**src/hdl/rhc_pkg.sv**
```systemverilog
`default_nettype none
package rhc_pkg;

	localparam int HUE_THR = 90;

	typedef logic [30:0] coef_t;
	typedef coef_t coef_tab_t [HUE_THR];

	typedef struct packed {
		logic              func;
		logic [7:0]        in_red;
		logic [7:0]        in_green;
		logic [7:0]        in_blue;
		logic [9:0]        in_hue;
		logic signed [7:0] in_saturation;
		logic signed [7:0] in_value;
	} in_item_t;

	typedef struct packed {
		logic [7:0] out_red;
		logic [7:0] out_green;
		logic [7:0] out_blue;
		logic [8:0] out_hue;
		logic [6:0] out_saturation;
		logic [6:0] out_value;
	} out_item_t;

	typedef logic [19:0] chan_num_t;
	typedef logic [7:0]  chan_q_t;

	typedef struct packed {
		logic            func;
		logic [8:0]      ax;
		logic [7:0]      bm;
		logic            qa;
		logic            qb;
		logic            gray;
		logic            mx0;
		logic [6:0]      lo;
		logic [15:0]     rem;
		logic [8:0]      dvs;
		logic [6:0]      quo;
		logic [15:0]     nv;
		logic [6:0]      vq;
		logic [8:0]      h;
		logic [6:0]      sat;
		logic [6:0]      vv;
		logic [2:0]      sx;
		logic [5:0]      tt;
		logic [13:0]     vs;
		logic [13:0]     vm;
		chan_num_t [2:0] ch;
		chan_q_t [2:0]   chq;
	} pipe_t;

	// threshold angles sit at k + 0.5 degrees; compare sqrt(3)*b*cos against a*sin
	function automatic coef_tab_t sin_tab_f();
		coef_tab_t tab;
		real t;
		for (int k = 0; k < HUE_THR; k++) begin
			t = (k + 0.5) * 3.14159265358979323846 / 180.0;
			tab[k] = coef_t'($rtoi($sin(t) * 1073741824.0 + 0.5));
		end
		return tab;
	endfunction

	function automatic coef_tab_t csq_tab_f();
		coef_tab_t tab;
		real t;
		for (int k = 0; k < HUE_THR; k++) begin
			t = (k + 0.5) * 3.14159265358979323846 / 180.0;
			tab[k] = coef_t'($rtoi($sqrt(3.0) * $cos(t) * 1073741824.0 + 0.5));
		end
		return tab;
	endfunction

	localparam coef_tab_t SIN_TAB = sin_tab_f();
	localparam coef_tab_t CSQ_TAB = csq_tab_f();

endpackage
`default_nettype wire

```
**src/hdl/rhc_search_step.sv**
```systemverilog
`default_nettype none
module rhc_search_step
	import rhc_pkg::*;
#(
	parameter int BIT = 64
) (
	input  wire pipe_t din,
	output pipe_t      dout
);

	localparam int SH = $clog2(BIT);

	logic [7:0]  top;
	logic [6:0]  k;
	logic        in_rng;
	logic [39:0] prod_a;
	logic [39:0] prod_b;
	logic [16:0] dsh;
	logic [16:0] rem_w;

	always_comb begin
		top    = {1'b0, din.lo} + 8'(BIT);
		in_rng = top <= 8'(HUE_THR);
		k      = in_rng ? 7'(top - 8'd1) : 7'd0;
		prod_a = 40'(din.ax) * 40'(SIN_TAB[k]);
		prod_b = 40'(din.bm) * 40'(CSQ_TAB[k]);
		dsh    = 17'(din.dvs) << SH;
		rem_w  = {1'b0, din.rem};
		dout   = din;
		if (in_rng && prod_b > prod_a) begin
			dout.lo = 7'(top);
		end
		if (rem_w >= dsh) begin
			dout.rem = 16'(rem_w - dsh);
			dout.quo = din.quo | (7'd1 << SH);
		end
	end

endmodule
`default_nettype wire

```
**config.mk**
```make
export PLATFORM = sky130hd
export DESIGN_NAME = rhc_search_step
export DESIGN_NICKNAME = d
export VERILOG_FILES = /design/src/hdl/rhc_pkg.sv /design/src/hdl/rhc_search_step.sv
export SDC_FILE = /design/constraint.sdc
export NUM_CORES = 1
export LEC_CHECK = 0
export ABC_AREA = 1
export BUFFER_PORTS_ARGS = -buffer_cell sky130_fd_sc_hd__buf_2
export CAP_MARGIN = 25
export CORE_ASPECT_RATIO = 1.25
export CORE_UTILIZATION = 45
export DETAILED_ROUTE_END_ITERATION = 8
export MAX_ROUTING_LAYER = met4
export PLACE_DENSITY_LB_ADDON = 0.25
export SYNTH_ARGS = -nofsm -noshare
export SYNTH_HDL_FRONTEND = slang
export SYNTH_SLANG_ARGS = --single-unit
```
**constraint.sdc**
```tcl
create_clock -name vclk -period 31.9
set_input_delay 4.785 -clock vclk [all_inputs]
set_output_delay 4.785 -clock vclk [all_outputs]
set_load 0.03 [all_outputs]
```
* Word level (Yosys, flattened, before mapping)
Memories as Yosys holds them, arrays and structs flattened.
Index checks and enable logic that the tools add are counted.
** Word-level totals
- Register bits after elaboration :: 0
- Bits in read-only memories :: 7936
- Input port bits :: 228
- Output and inout bits :: 228
- Logic and storage cells :: 21
- Memories kept :: 2
** Memory list
- (no name shown) :: words 128, bits a word 31, read ports 1, clocked after Yosys merged registers in 0, write ports 0, RTL line rhc_search_step.sv:26 : prod_b = 40'(din.bm) * 40'(CSQ_TAB[k]);
- (no name shown) :: words 128, bits a word 31, read ports 1, clocked after Yosys merged registers in 0, write ports 0, RTL line rhc_search_step.sv:25 : prod_a = 40'(din.ax) * 40'(SIN_TAB[k]);
** Operators by class
- Add/subtract/negate cells :: 3
- Multipliers :: 2
- $lt $le $gt $ge :: 4
- Multiplexer cells :: 8
- Bitwise operators :: 1
- Reductions and logical operators :: 1
** Operator list (count)
- 31-bit two-way mux :: 4
- 39-bit by 40-bit greater-than comparator with 1-bit output :: 1
- 9-bit by 31-bit multiplier with 40-bit output :: 1
- 8-bit by 31-bit multiplier with 39-bit output :: 1
- 7-bit two-way mux :: 3
- 16-bit by 15-bit >= comparator with 1-bit output :: 1
- 16-bit two-way mux :: 1
- 16-bit by 15-bit subtractor with 16-bit output :: 1
- 7-bit by 7-bit adder with 8-bit output, second input constant :: 1
- 8-bit >= comparator, second input constant :: 1
- 8-bit by 7-bit <= comparator with 1-bit output, second input constant :: 1
- 7-bit inverter with 8-bit output :: 1
- 7-bit by 1-bit subtractor with 7-bit output, second input constant :: 1
- 1-bit logical AND :: 1

* Logic depth before layout (Yosys ltp)
- Depth after elaboration :: 11
- Gate-level depth with buffers :: 54
- Depth with buffers taken out :: 54

* Worst setup path after synthesis
Ideal clock, no wire load.
- Path type :: input to output
- Start :: in din[199] (netlist bit)
- End :: out dout[205] (netlist bit)
- Arrival :: 12.080 ns
- Setup slack :: 15.035 ns
- Cell stages on the path :: 48
- Cell sequence :: inv_2 -> ha_1 -> nand2_1 -> nand3_2 -> nand3_4 -> nor2_2 -> ha_1 -> inv_1 -> nand2_1 -> nand2_1 -> inv_1 -> nor2_1 -> a21oi_1 -> nand2_1 -> nand2_1 -> nand2_1 -> nor2_1 -> fa_1 -> [12 not listed] -> a21oi_1 -> or2_2 -> nand2_1 -> xor2_1 -> ha_1 -> nand2_1 -> inv_1 -> nor2_1 -> o21a_1 -> nor2_1 -> o21ai_0 -> nand2_1 -> nand2_1 -> nand2_1 -> nor2_1 -> nand2_1 -> nand3_1 -> nand2_1
** RTL lines
- from (decl) :: RTL line rhc_search_step.sv:7 : input wire pipe_t din,
- to (decl) :: RTL line rhc_search_step.sv:8 : output pipe_t dout

==> out/metrics.yaml <==
outcome:
  status: "complete, no violations"
floorplanning:
  start_util: 0.458
  die-area_sq_mm: 0.0547
  die_h_um: 261
  coreArea_sq_mm: 0.0528
  io_pins: 456
  fp-row-count: 94
  die_width_um: 209
synthesis:
  netlist_instances: 3660
  synth.cell_area_sq_mm: 0.0242
  synth.distinct_cells: 49
  synth_top_family_by_area: "adder cells"
  synth.area.mux_share: 0
  synth_compound_area_frac: 0.107
  synthSimpleGateAreaFrac: 0.276
  ys_seq_area_frac: 0
  synth.avg_cell_area_sq_um: 6.60
  synth_nets: 4451
  synth_fa_ha_area_frac: 0.407
  ys_warn_count: 0
  synth-xor-area-share: 0.0261
worst_setup_path:
  arrival_ns: 15.13
  path_max_fanout: 12
  critical_path_required_ns: 27.12
  crit_type: "primary input to primary output"
  path_common_cell: "nand2_1"
  end_kind: "primary output"
  cpMaxStageDelayCell: "nand4_1"
  crit_path_max_incr_delay_ns: 0.74
  cp-start-kind: "primary input"
  critPathLaunch: "din[199]"
  worstSetupEndpoint: "dout[205]"
global_routing:
  grt_pass1_vias: 25100
  top_usage_layer: "met2"
  grt-ovfl-total: 0
  met2_usage: 0.618
  grt_pass1_wl_um: 157000
  met3_usage: 0.0815
  grtUsageTotal: 0.397
  antenna_found_initial: 0
  use_met1: 0.469
  grt_start_max_net_pins: 63
routing:
  drc_errors: 0
  wl_per_cell_um: 25.3
  firstDrtPassIters: 8
  avgViaCountPerCell: 5.90
  ant_nets: 0
  wl_um: 105000
  initialDrtViolationCount: 2747
  via_count: 24400
clock_network:
  cts.repair.resized: 0
  cts_setup_buffers: 0
  holdBufCountCts: 0
sta:
  period_minus_slack_ns: 19.92
  finalSetupTns_ns: 0
  hold_viol_final: 0
  max_freq_mhz: 50.2
  rsz0062_at_grt: "no"
  period_share: 0.624
  setup_viol: 0
  worstMarginPinSlew_ns: 1.07
  setup_ws_ns: 11.98
  relSlewSlack: 0.277
  slew_violations: 0
placement:
  pre_cts_slack_ns: 12.37
  port_buffers: 100
  postPlaceCellArea_sq_mm: 0.0236
  place.gp.congestion: 1.11
  hpwl_um: 84600
cells_and_area:
  regArea_sq_um: 0
  diodes: 0
  nClkBuffers: 0
  fillerInstances: 5821
  fin_area_sq_mm: 0.0236
  nets: 4258
  nFlopsAndLatches: 0
  utilization: 0.447
  area_growth_pct: -2.40
  multiInputGateArea_sq_mm: 0.0197
  layout-drive-gt1-share: 0.0517
job:
  drv_cap: 0
min_path:
  hp-class: "primary input to primary output"
==> critical path: cells and delay by family <==
family	cells	cell delay (ns)
AND/OR/NAND/NOR	18	4.17
buffers and inverters	8	0.88
AO/OA/AOI/OAI	5	1.47
XOR/XNOR	1	0.17
adder cells (fa/ha/maj)	8	3.61
==> worst min path at each step <==
stage / start / end / slack [ns] / cells past startpoint
after detailed placement: din[129] / dout[129] / 9.57 / 0
after floorplan: din[0] / dout[0] / 9.70 / 1
final: din[0] / dout[0] / 9.57 / 0
after global routing: din[160] / dout[160] / 9.57 / 0
after CTS: din[129] / dout[129] / 9.57 / 0
after global placement: din[129] / dout[129] / 9.57 / 0
==> cell usage after synthesis, types with 4 or more instances <==
cell	count	area [sq um]
nor2_2	8	50.1
xnor2_1	26	228
nor4_1	6	37.5
fa_1	372	7450
o211ai_1	13	97.6
nor2_4	4	45.0
o21ai_0	126	631
xor2_1	46	403
buf_1	10	37.5
inv_1	613	2300
buf_2	37	185
nand2_1	822	3090
nor3_1	23	115
buf_4	224	1680
ha_1	191	2390
o221ai_1	7	61.3
clkbuf_1	44	165
a21oi_2	7	61.3
inv_2	12	45.0
clkinv_1	5	18.8
nor2_1	432	1620
o21a_1	8	60.1
nand4_1	21	131
nand2_2	9	56.3
a21oi_1	208	1040
a21o_1	16	120
o21ai_1	15	75.1
o21bai_1	17	128
nand3_1	283	1420
a31oi_1	17	106
o21ai_2	6	52.6
==> cell usage in the layout (no fill, tap or decap), types with 3 or more instances in the layout <==
cell type | Yosys | final
nand2_1 | 822 | 822
inv_1 | 613 | 613
nor2_1 | 432 | 431
fa_1 | 372 | 372
nand3_1 | 283 | 283
a21oi_1 | 208 | 208
ha_1 | 191 | 191
o21ai_0 | 126 | 125
buf_2 | 37 | 100
xor2_1 | 46 | 46
xnor2_1 | 26 | 26
nor3_1 | 23 | 23
nand4_1 | 21 | 21
buf_4 | 224 | 21
a31oi_1 | 17 | 17
o21bai_1 | 17 | 17
o21ai_1 | 15 | 16
a21o_1 | 16 | 16
o211ai_1 | 13 | 13
inv_2 | 12 | 12
nor2_2 | 8 | 9
nand2_2 | 9 | 9
o21a_1 | 8 | 8
o221ai_1 | 7 | 7
a21oi_2 | 7 | 7
o21ai_2 | 6 | 6
nor4_1 | 6 | 6
clkinv_1 | 5 | 5
nor2_4 | 4 | 4
nand2_4 | 3 | 3
a22oi_1 | 3 | 3
o22ai_1 | 3 | 3
or2_2 | 3 | 3
a21boi_0 | 3 | 3
==> per-layer routing <==
layer	vias up	share of wire
li1	10800	-
met1	11700	0.37
met2	1535	0.44
met3	419	0.11
met4	0	0.078
met5	-	0
==> cell type report <==
type | count | share of cell area
well taps | 672 | 0.0356
inverters | 630 | 0.100
repair buffers | 121 | 0.0279
multi-input cells | 2714 | 0.836
==> stage by stage <==
step / hold slack (ns) / instances
final: 9.57 / 4137
after global placement: 9.57 / 4137
after global routing: 9.57 / 4137
after floorplan: 9.70 / 3660
after detailed placement: 9.57 / 4137
after CTS: 9.57 / 4137
==> cell families (layout without fill, tap and decap cells) <==
| logic type | Yosys count | in the layout |
|---|---|---|
| buffers and inverters | 946 | 751 |
| AO/OA/AOI/OAI | 458 | 458 |
| adder cells (fa/ha/maj) | 563 | 563 |
| XOR/XNOR | 72 | 72 |
| AND/OR/NAND/NOR | 1621 | 1621 |
Power is left out: the tool's default activity adds up to more than one toggle a clock period on the data nets, which glitch-free logic cannot reach.
